[config.mk]
export PLATFORM = sky130hd
export DESIGN_NAME = line_follow_pid_steering_top
export DESIGN_NICKNAME = d
export VERILOG_FILES = /design/src/rtl/lfps_pkg.sv /design/src/rtl/lfps_front.sv /design/src/rtl/lfps_queue.sv /design/src/rtl/lfps_back.sv /design/src/rtl/line_follow_pid_steering_top.sv
export SDC_FILE = /design/constraint.sdc
export NUM_CORES = 1
export LEC_CHECK = 0
export ABC_AREA = 1
export BUFFER_PORTS_ARGS = -buffer_cell sky130_fd_sc_hd__buf_2
export CORE_UTILIZATION = 65
export CTS_CLUSTER_DIAMETER = 60
export DETAILED_ROUTE_END_ITERATION = 10
export PLACE_DENSITY = 0.82
export SYNTH_ARGS = -nofsm -noshare
export SYNTH_HDL_FRONTEND = slang
export SYNTH_SLANG_ARGS = --single-unit
[constraint.sdc]
create_clock -name clk -period 9 [get_ports clk]
set_clock_uncertainty 0.1 [all_clocks]
set_input_delay 0.45 -clock clk [delete_from_list [all_inputs] [get_ports clk]]
set_output_delay 0.45 -clock clk [all_outputs]
set_load 0.01 [all_outputs]
[src/rtl/lfps_pkg.sv]
// ----------------------------------------------------------------------------
// lfps_pkg
// Shared types and constants of the line follower PID steering block.
// ----------------------------------------------------------------------------
package lfps_pkg;

	typedef enum logic [1:0] {
		ACT_STEER = 2'd0,
		ACT_CROSS = 2'd1,
		ACT_STOP  = 2'd2
	} action_t;

	typedef enum logic [2:0] {
		REG_GAIN_P  = 3'd0,
		REG_GAIN_I  = 3'd1,
		REG_GAIN_D  = 3'd2,
		REG_CRUISE  = 3'd3,
		REG_TRIM    = 3'd4,
		REG_TARGET  = 3'd5
	} reg_idx_t;

	localparam int CFG_ADDR_W = 3;
	localparam int CFG_DATA_W = 16;

	localparam logic [15:0]       GAIN_P_RST = 16'd10240;
	localparam logic [15:0]       GAIN_I_RST = 16'd0;
	localparam logic [15:0]       GAIN_D_RST = 16'd7680;
	localparam logic [7:0]        CRUISE_RST = 8'd120;
	localparam logic signed [6:0] TRIM_RST   = 7'sd20;
	localparam logic [7:0]        TARGET_RST = 8'd1;

	localparam logic [7:0]        FORWARD_SPEED = 8'd150;
	localparam logic signed [8:0] SUM_LIMIT     = 9'sd100;

	// configuration registers as seen by the datapath
	typedef struct packed {
		logic [15:0]       gain_p;
		logic [15:0]       gain_i;
		logic [15:0]       gain_d;
		logic [7:0]        cruise;
		logic signed [6:0] trim;
		logic [7:0]        target;
	} cfg_t;

	// one classified sample on its way from front to back
	typedef struct packed {
		action_t           action;
		logic [7:0]        crossings;
		logic signed [1:0] err;
		logic signed [7:0] esum;
		logic signed [2:0] deriv;
	} job_t;

endpackage

[src/rtl/lfps_front.sv]
// ----------------------------------------------------------------------------
// lfps_front
// Takes sensor samples, tracks crossings and the PID state, classifies each
// sample into a job for the back end.
// ----------------------------------------------------------------------------
module lfps_front (
	input  logic              clk,
	input  logic              arst_n,
	input  logic [7:0]        target,
	input  logic              in_valid,
	input  logic [3:0]        sense,     // left_end, mid_left, mid_right, right_end
	input  logic              q_ready,
	output logic              push,
	output lfps_pkg::job_t    job
);

	localparam logic signed [8:0] SUM_LIMIT_P = lfps_pkg::SUM_LIMIT;

	logic              latched_q;
	logic [7:0]        count_q;
	logic signed [7:0] esum_q;
	logic signed [1:0] prev_q;

	logic              trig;
	logic [7:0]        count_inc;
	logic signed [1:0] err;
	logic signed [8:0] esum_raw;
	logic signed [7:0] esum_new;
	logic signed [2:0] deriv;

	assign push = in_valid & q_ready;

	always_comb begin
		trig      = (sense[0] | sense[3]) & ~latched_q;
		count_inc = (count_q == 8'hFF) ? count_q : count_q + 8'd1;
		if (sense[1] && !sense[2]) begin
			err = -2'sd1;
		end else if (!sense[1] && sense[2]) begin
			err = 2'sd1;
		end else begin
			err = 2'sd0;
		end
		esum_raw = 9'(esum_q) + 9'(err);
		if (esum_raw > SUM_LIMIT_P) begin
			esum_new = 8'(SUM_LIMIT_P);
		end else if (esum_raw < -SUM_LIMIT_P) begin
			esum_new = 8'(-SUM_LIMIT_P);
		end else begin
			esum_new = esum_raw[7:0];
		end
		deriv = 3'(err) - 3'(prev_q);

		job.crossings = trig ? count_inc : count_q;
		if (trig) begin
			job.action = (count_inc >= target) ? lfps_pkg::ACT_STOP : lfps_pkg::ACT_CROSS;
			job.err    = 2'sd0;
			job.esum   = 8'sd0;
			job.deriv  = 3'sd0;
		end else begin
			job.action = lfps_pkg::ACT_STEER;
			job.err    = err;
			job.esum   = esum_new;
			job.deriv  = deriv;
		end
	end

	always_ff @(posedge clk or negedge arst_n) begin
		if (!arst_n) begin
			latched_q <= 1'b0;
			count_q   <= 8'd0;
			esum_q    <= 8'sd0;
			prev_q    <= 2'sd0;
		end else if (push) begin
			if (trig) begin
				latched_q <= 1'b1;
				count_q   <= count_inc;
				// crossing forward restarts the loop; stop keeps it
				if (count_inc < target) begin
					esum_q <= 8'sd0;
					prev_q <= 2'sd0;
				end
			end else begin
				if (!sense[0] && !sense[3]) begin
					latched_q <= 1'b0;
				end
				esum_q <= esum_new;
				prev_q <= err;
			end
		end
	end

	a_esum_range: assert property (@(posedge clk) disable iff (!arst_n)
		esum_q <= 8'sd100 && esum_q >= -8'sd100)
		else $error("integral left its clamp range");

endmodule

[src/rtl/lfps_queue.sv]
// ----------------------------------------------------------------------------
// lfps_queue
// Short job queue between the front and back ends.
// ----------------------------------------------------------------------------
module lfps_queue #(
	parameter int DEPTH = 4
) (
	input  logic           clk,
	input  logic           arst_n,
	input  logic           push,
	input  lfps_pkg::job_t wr_job,
	output logic           not_full,
	input  logic           pop,
	output logic           not_empty,
	output lfps_pkg::job_t rd_job
);

	localparam int PTR_W = (DEPTH > 1) ? $clog2(DEPTH) : 1;
	localparam int CNT_W = $clog2(DEPTH + 1);

	lfps_pkg::job_t mem_q [DEPTH];
	logic [PTR_W-1:0] wr_ptr_q, rd_ptr_q;
	logic [CNT_W-1:0] count_q;
	logic             do_push, do_pop;

	assign not_full  = (count_q != CNT_W'(DEPTH));
	assign not_empty = (count_q != '0);
	assign do_push   = push & not_full;
	assign do_pop    = pop & not_empty;
	assign rd_job    = mem_q[rd_ptr_q];

	always_ff @(posedge clk) begin
		if (do_push) begin
			mem_q[wr_ptr_q] <= wr_job;
		end
	end

	always_ff @(posedge clk or negedge arst_n) begin
		if (!arst_n) begin
			wr_ptr_q <= '0;
			rd_ptr_q <= '0;
			count_q  <= '0;
		end else begin
			if (do_push) begin
				wr_ptr_q <= (wr_ptr_q == PTR_W'(DEPTH - 1)) ? '0 : wr_ptr_q + 1'b1;
			end
			if (do_pop) begin
				rd_ptr_q <= (rd_ptr_q == PTR_W'(DEPTH - 1)) ? '0 : rd_ptr_q + 1'b1;
			end
			case ({do_push, do_pop})
				2'b10:   count_q <= count_q + 1'b1;
				2'b01:   count_q <= count_q - 1'b1;
				default: count_q <= count_q;
			endcase
		end
	end

	a_count_bound: assert property (@(posedge clk) disable iff (!arst_n)
		count_q <= CNT_W'(DEPTH))
		else $error("queue count past depth");

	a_no_lost_push: assert property (@(posedge clk) disable iff (!arst_n)
		push |-> not_full)
		else $error("job pushed into a full queue");

endmodule

[src/rtl/lfps_back.sv]
// ----------------------------------------------------------------------------
// lfps_back
// Three stage datapath: gain products, speed sums, truncate and clamp (or the
// fixed crossing and stop drives) into the output register.
// ----------------------------------------------------------------------------
module lfps_back (
	input  logic           clk,
	input  logic           arst_n,
	input  lfps_pkg::cfg_t cfg,
	input  logic           job_valid,
	input  lfps_pkg::job_t job,
	output logic           pop,
	output logic           out_valid,
	input  logic           out_ready,
	output logic [1:0]     action,
	output logic [7:0]     left_drive,
	output logic [7:0]     right_drive,
	output logic [7:0]     crossings_seen,
	output logic [1:0]     line_error
);

	localparam int PID_W = 26;
	localparam int SUM_W = PID_W + 1;
	localparam int Q_W   = SUM_W - 8;

	logic                    v_s1, v_s2, v_s3;
	logic                    adv1, adv2, adv3;
	lfps_pkg::job_t          job_s1, job_s2;
	logic signed [PID_W-1:0] prod_p_s1, prod_i_s1, prod_d_s1;
	logic signed [SUM_W-1:0] lsum_s2, rsum_s2;
	logic signed [PID_W-1:0] pid;
	logic signed [SUM_W-1:0] base;
	logic [1:0]              action_s3;
	logic [7:0]              left_s3, right_s3, cross_s3;
	logic [1:0]              err_s3;

	// truncate toward zero on the divide by 256, add trim, clamp to 0..255
	function automatic logic [7:0] to_drive(logic signed [SUM_W-1:0] sum,
		logic signed [6:0] trim);
		logic signed [Q_W-1:0] q;
		logic signed [Q_W:0]   t;
		q = Q_W'(sum >>> 8) + ((sum[SUM_W-1] && (|sum[7:0])) ? Q_W'(1) : Q_W'(0));
		t = (Q_W+1)'(q) + (Q_W+1)'(trim);
		if (t < 0) begin
			return 8'd0;
		end else if (t > (Q_W+1)'(255)) begin
			return 8'hFF;
		end else begin
			return t[7:0];
		end
	endfunction

	assign adv3 = ~v_s3 | out_ready;
	assign adv2 = ~v_s2 | adv3;
	assign adv1 = ~v_s1 | adv2;
	assign pop  = job_valid & adv1;

	always_ff @(posedge clk or negedge arst_n) begin
		if (!arst_n) begin
			v_s1 <= 1'b0;
			v_s2 <= 1'b0;
			v_s3 <= 1'b0;
		end else begin
			if (adv1) v_s1 <= job_valid;
			if (adv2) v_s2 <= v_s1;
			if (adv3) v_s3 <= v_s2;
		end
	end

	always_ff @(posedge clk) begin
		if (adv1) begin
			job_s1    <= job;
			prod_p_s1 <= PID_W'($signed({1'b0, cfg.gain_p})) * PID_W'(job.err);
			prod_i_s1 <= PID_W'($signed({1'b0, cfg.gain_i})) * PID_W'(job.esum);
			prod_d_s1 <= PID_W'($signed({1'b0, cfg.gain_d})) * PID_W'(job.deriv);
		end
	end

	always_comb begin
		pid  = prod_p_s1 + prod_i_s1 + prod_d_s1;
		base = SUM_W'($signed({1'b0, cfg.cruise, 8'h00}));
	end

	always_ff @(posedge clk) begin
		if (adv2) begin
			job_s2  <= job_s1;
			lsum_s2 <= base + SUM_W'(pid);
			rsum_s2 <= base - SUM_W'(pid);
		end
	end

	always_ff @(posedge clk) begin
		if (adv3) begin
			action_s3 <= job_s2.action;
			cross_s3  <= job_s2.crossings;
			err_s3    <= job_s2.err;
			case (job_s2.action)
				lfps_pkg::ACT_STEER: begin
					left_s3  <= to_drive(lsum_s2, cfg.trim);
					right_s3 <= to_drive(rsum_s2, 7'sd0);
				end
				lfps_pkg::ACT_CROSS: begin
					left_s3  <= lfps_pkg::FORWARD_SPEED;
					right_s3 <= lfps_pkg::FORWARD_SPEED;
				end
				default: begin
					left_s3  <= 8'd0;
					right_s3 <= 8'd0;
				end
			endcase
		end
	end

	assign out_valid      = v_s3;
	assign action         = action_s3;
	assign left_drive     = left_s3;
	assign right_drive    = right_s3;
	assign crossings_seen = cross_s3;
	assign line_error     = err_s3;

	a_stop_zero: assert property (@(posedge clk) disable iff (!arst_n)
		v_s3 && action_s3 == lfps_pkg::ACT_STOP |-> left_s3 == 8'd0 && right_s3 == 8'd0)
		else $error("stop result with nonzero drive");

	a_cross_fwd: assert property (@(posedge clk) disable iff (!arst_n)
		v_s3 && action_s3 == lfps_pkg::ACT_CROSS |->
		left_s3 == lfps_pkg::FORWARD_SPEED && err_s3 == 2'd0)
		else $error("crossing result without forward speed");

endmodule

[src/rtl/line_follow_pid_steering_top.sv]
// ----------------------------------------------------------------------------
// line_follow_pid_steering_top
// PID steering for a line follower on a differential drive.
//
// Channel  Dir  Transfer               Payload
// s_axis   in   s_tvalid & s_tready    one sample of four line sensors
// m_axis   out  m_tvalid & m_tready    action, both drives, count, error
// cfg      in   cfg_we                 register write, no read-back
//
// One sample in per cycle sustained while m_tready holds; each result follows
// its sample through the queue and the product, sum, clamp stages.
// Crossing count and PID state update in the front end at the transfer, so
// samples never wait on the datapath. s_tready drops only when the queue
// is full; output stalls fill the stages and then the queue.
// Reset clears the count, latch, integral and previous error and loads the
// register defaults.
// ----------------------------------------------------------------------------
module line_follow_pid_steering_top #(
	parameter int QUEUE_DEPTH = 4
) (
	input  logic                              clk,
	input  logic                              arst_n,
	input  logic                              s_tvalid,
	output logic                              s_tready,
	input  logic [7:0]                        s_tdata,   // sense_left_end, sense_mid_left,
	                                                     // sense_mid_right, sense_right_end
	output logic                              m_tvalid,
	input  logic                              m_tready,
	output logic [31:0]                       m_tdata,   // action[1:0], left_drive[9:2],
	                                                     // right_drive[17:10],
	                                                     // crossings_seen[25:18],
	                                                     // line_error[27:26]
	input  logic                              cfg_we,
	input  logic [lfps_pkg::CFG_ADDR_W-1:0]   cfg_addr,
	input  logic [lfps_pkg::CFG_DATA_W-1:0]   cfg_wdata
);

	lfps_pkg::cfg_t cfg_q;
	lfps_pkg::job_t front_job, back_job;
	logic           push, q_not_full, q_not_empty, pop;
	logic [1:0]     action, line_error;
	logic [7:0]     left_drive, right_drive, crossings_seen;

	always_ff @(posedge clk or negedge arst_n) begin
		if (!arst_n) begin
			cfg_q.gain_p <= lfps_pkg::GAIN_P_RST;
			cfg_q.gain_i <= lfps_pkg::GAIN_I_RST;
			cfg_q.gain_d <= lfps_pkg::GAIN_D_RST;
			cfg_q.cruise <= lfps_pkg::CRUISE_RST;
			cfg_q.trim   <= lfps_pkg::TRIM_RST;
			cfg_q.target <= lfps_pkg::TARGET_RST;
		end else if (cfg_we) begin
			case (cfg_addr)
				lfps_pkg::REG_GAIN_P: cfg_q.gain_p <= cfg_wdata;
				lfps_pkg::REG_GAIN_I: cfg_q.gain_i <= cfg_wdata;
				lfps_pkg::REG_GAIN_D: cfg_q.gain_d <= cfg_wdata;
				lfps_pkg::REG_CRUISE: cfg_q.cruise <= cfg_wdata[7:0];
				lfps_pkg::REG_TRIM:   cfg_q.trim   <= $signed(cfg_wdata[6:0]);
				lfps_pkg::REG_TARGET: cfg_q.target <= cfg_wdata[7:0];
				default: ;  // drop writes to unused indexes
			endcase
		end
	end

	assign s_tready = q_not_full;

	lfps_front u_front (
		.clk     (clk),
		.arst_n  (arst_n),
		.target  (cfg_q.target),
		.in_valid(s_tvalid),
		.sense   (s_tdata[3:0]),
		.q_ready (q_not_full),
		.push    (push),
		.job     (front_job)
	);

	lfps_queue #(
		.DEPTH(QUEUE_DEPTH)
	) u_queue (
		.clk      (clk),
		.arst_n   (arst_n),
		.push     (push),
		.wr_job   (front_job),
		.not_full (q_not_full),
		.pop      (pop),
		.not_empty(q_not_empty),
		.rd_job   (back_job)
	);

	lfps_back u_back (
		.clk           (clk),
		.arst_n        (arst_n),
		.cfg           (cfg_q),
		.job_valid     (q_not_empty),
		.job           (back_job),
		.pop           (pop),
		.out_valid     (m_tvalid),
		.out_ready     (m_tready),
		.action        (action),
		.left_drive    (left_drive),
		.right_drive   (right_drive),
		.crossings_seen(crossings_seen),
		.line_error    (line_error)
	);

	assign m_tdata = {4'd0, line_error, crossings_seen, right_drive, left_drive, action};

endmodule
==> reports/results.txt <==
The share of the Yosys chip area taken by registers is 39.6%. The core region is 39700 um2. Headroom to the max-slew limit came out at 24.6%. Slew at the pin closest to its max-slew limit: 1.13 ns. The first detailed-routing pass took 5 iterations. The number of global-route vias before repair is 20211, and the delay of the slowest cell on the worst path is 0.51 ns. Entering global routing, the biggest net connects 79 pins.

In this run the remaining antenna-violating nets after routing total 0. The tools report the footprint of the multi-input gates as 13800 um2. The global routing's busiest layer is met2. For the number of antenna violations at the first check in global routing, the log shows 0. In the layout the commonest cells are sky130_fd_sc_hd__nand2_1 (719), sky130_fd_sc_hd__inv_1 (466), sky130_fd_sc_hd__edfxtp_1 (261).

The later pin in the worst-skew pair is clocked with a latency of 0.57 ns. The maximum fanout count along the critical path works out to 49. Setup repair after global routing left no endpoint under its margin. The floorplan has 73 rows.

The via total after detailed routing is 20160, and the met3 usage in global routing is 3.52%. The critical path required time was 9.21 ns; the final estimated routing congestion in global placement was 0.928. After routing, the total negative slack on setup checks comes to 0 ns. The worst endpoint data arrival time came out at 6.62 ns.

For this run, the number of Yosys warnings is 0. Global routing used 30.7% of the available tracks. Global routing used 38.7% of the available met1 tracks.

The mapped netlist covers 26100 um2. The final count of pins violating max slew came out at 0. Share of final-layout standard cells stronger than drive strength 1: 7.68%. The count of filler cells inserted in the layout is 2971. Clock tree synthesis found a total of 361 sinks.

The final number of hold-violating endpoints is 0. The clock tree root driver cell is sky130_fd_sc_hd__clkbuf_16. Nature of the critical path endpoint: a flip-flop.

For the total setup buffers inserted after CTS, the log shows 0. In the final layout, flip-flops and latches occupy 10400 um2. Leaving out fill and tap cells, the most frequent cell in the layout is sky130_fd_sc_hd__nand2_1. The minimum clock period came out at 6.42 ns. The die is 203 um tall.

The die covers 41000 um2. 66 I/O pins were placed. The count of routing violations after the opening detailed-route iteration was 1441. The type of the tightest min-delay check was in -> reg.

The run gives 0 as the final routed DRC violation total. TritonCTS built the clock tree. Setup violations remaining at the end of the flow were counted as 0. The number of storage elements in the synthesis netlist was 361; the post-synthesis cell count was 2981. After legalization and detailed placement, the total HPWL measured 46800 um. STA classifies the critical path startpoint as a flip-flop. Max-cap violations in this run came to 0.

The tools report the fmax as 156 MHz. The run gives 0 as the antenna diode count. The most numerous cell type found on the critical path is sky130_fd_sc_hd__nand2_1. The critical path in this run is classified as reg -> reg. The average instance area after synthesis was 8.77 um2. In this run the tool buffered the top-level ports with 57 buffer cells.

For the overall routed net length, the log shows 60900 um. The final critical path takes up 71.3% of the cycle. The slowest stage of the critical path belongs to the cell sky130_fd_sc_hd__nand2_1. For this run the aggregate overflow at the end of global routing stands at 0.

The tools report the buffer levels on the longest clock path as 3. From left edge to right edge, the die measures 203 um. The signal on the critical path passes through buf_4, inv_1, buf_4, nand2_1, nand3_1, nand2_1, inv_1, nand2_1, fa_1, fa_1, inv_1, fa_1, fa_1, ha_1, nand2_1, o211ai_1, a31oi_1, o21ai_0, nand2_1, nand2_1, xor2_1. The synthesis-to-finish area growth was 8.02%; the number of H-tree levels was 2. The clock slew seen by the registers of the worst setup and hold paths was 0.06 ns; the final-stage net count was 3423.

For this configuration, the core starts out at a cell density of 65.8%. Clock tree synthesis inserted a total of 39 buffers. The netlist uses 56 different library cells. The met2 usage in global routing was 54.8%; the average wire per cell in the routed design was 16.9 um. The run finished with clean final reports. For the global-route wire length before repair, the log shows 99500 um.

Routed via count divided by cell count: 5.60.
sequential cells by signal (all words and copies together), names as in the netlist, 12 cells and up:
register,flops
u_back.prod_d_s1,20
cfg_q,71
u_back.lsum_s2,26
u_back.prod_i_s1,25
u_back.rsum_s2,27
u_back.job_s1,12
u_back.job_s2,12
u_back.prod_p_s1,19
u_queue.mem_q,92
final timing paths:
kind | start | end | slack, ns | cells past startpoint
max | u_queue.rd_ptr_q[0] | u_back.prod_i_s1[15] | 2.58 | 21
min | s_tdata[0] | u_front.latched_q | 0.10 | 3
max reg2reg | u_queue.rd_ptr_q[0] | u_back.prod_i_s1[15] | 2.58 | 21
min reg2reg | u_back.job_s2[15] | u_back.crossings_seen[2] | 0.31 | 0
max in group asynchronous | arst_n | cfg_q[50] | 7.27 | 3
min in group asynchronous | arst_n | u_front.esum_q[7] | 0.39 | 2
synthesized netlist by cell type, drive strengths merged:
library cell	count	area [um2]
inv	477	1790
o21bai	6	45.0
nand3b	9	67.6
edfxtp	261	7840
nor2	274	1110
a32oi	1	8.76
o41ai	1	8.76
a211oi	2	15.0
nand3	136	696
a21oi	120	601
o21a	2	15.0
nand4	35	231
clkbuf	42	158
a31oi	6	37.5
a21boi	9	67.6
and3	1	6.26
o22ai	10	62.6
a22oi	1	7.51
or2	16	100
ha	215	2690
o21ai	175	880
a21o	6	45.0
fa	134	2680
xnor2	34	305
o211ai	1	7.51
o2111ai	2	17.5
o31ai	5	37.5
dfstp	13	342
xor2	101	892
buf	11	66.3
conb	1	3.75
o22a	1	8.76
dfrtp	87	2180
nor4	5	31.3
clkinv	1	3.75
and2	5	32.5
nand2	747	2880
a221oi	1	8.76
nor3	27	170
cells by family after synthesis:
kind of cell             count (synthesis)  share of synthesized area [%]
AO/OA/AOI/OAI                          349                           7.17
other                                    1                         0.0143
flip-flops                             361                           39.6
adder cells (fa/ha/maj)                349                           20.6
buffers and inverters                  531                           7.72
XOR/XNOR                               135                           4.58
AND/OR/NAND/NOR                       1255                           20.3
per-stage QoR:
step | instance area, um2 | worst slack [ns] | hold slack (ns) | utilization [%] | std cells
2_1_floorplan | 26200 | 3.70 | 0.0544 | - | 2984
3_3_place_gp | 27000 | 2.75 | 0.305 | 67.9 | 3525
3_5_place_dp | 27000 | 2.67 | 0.305 | 67.9 | 3525
4_1_cts | 28200 | 2.63 | 0.0837 | 71.1 | 3597
5_1_grt | 28200 | 2.19 | 0.106 | 71.1 | 3597
6_report | 28200 | 2.58 | 0.102 | 71.1 | 3597
critical path, delay by kind of cell (launching register included):
kind | cells | cell delay, ns
compound gates | 3 | 0.89
simple gates | 7 | 1.07
fa+ha+maj | 5 | 2.29
flops | 1 | 0.33
buf+inv | 5 | 1.39
xor+xnor | 1 | 0.06
final cells by class:
| class | count | share of cell area, % |
|---|---|---|
| Clock inverter | 15 | 0.377 |
| Tap cell | 525 | 2.33 |
| Sequential cell | 361 | 36.7 |
| Timing Repair Buffer | 70 | 1.37 |
| Clock buffer | 56 | 4.04 |
| Inverter | 478 | 6.35 |
| Multi-Input combinational cell | 2092 | 48.9 |
metal layers:
| metal | part of all wire, % | wire length [um] | vias to the layer above |
|---|---|---|---|
| li1 | - | - | 9716 |
| met1 | 41 | 25100 | 9725 |
| met2 | 51 | 31000 | 593 |
| met3 | 5.0 | 3060 | 126 |
| met4 | 2.9 | 1760 | 0 |
| met5 | 0 | 0 | - |
what timing repair did:
action,in CTS,in global routing
gates resized for setup,0,0
hold buffers,1,0
hold endpoints to repair,45,0
endpoints found under the setup margin,0,0
Power is not shown: default switching activity piles up to over one toggle a cycle in this logic, so the estimate is an artifact.
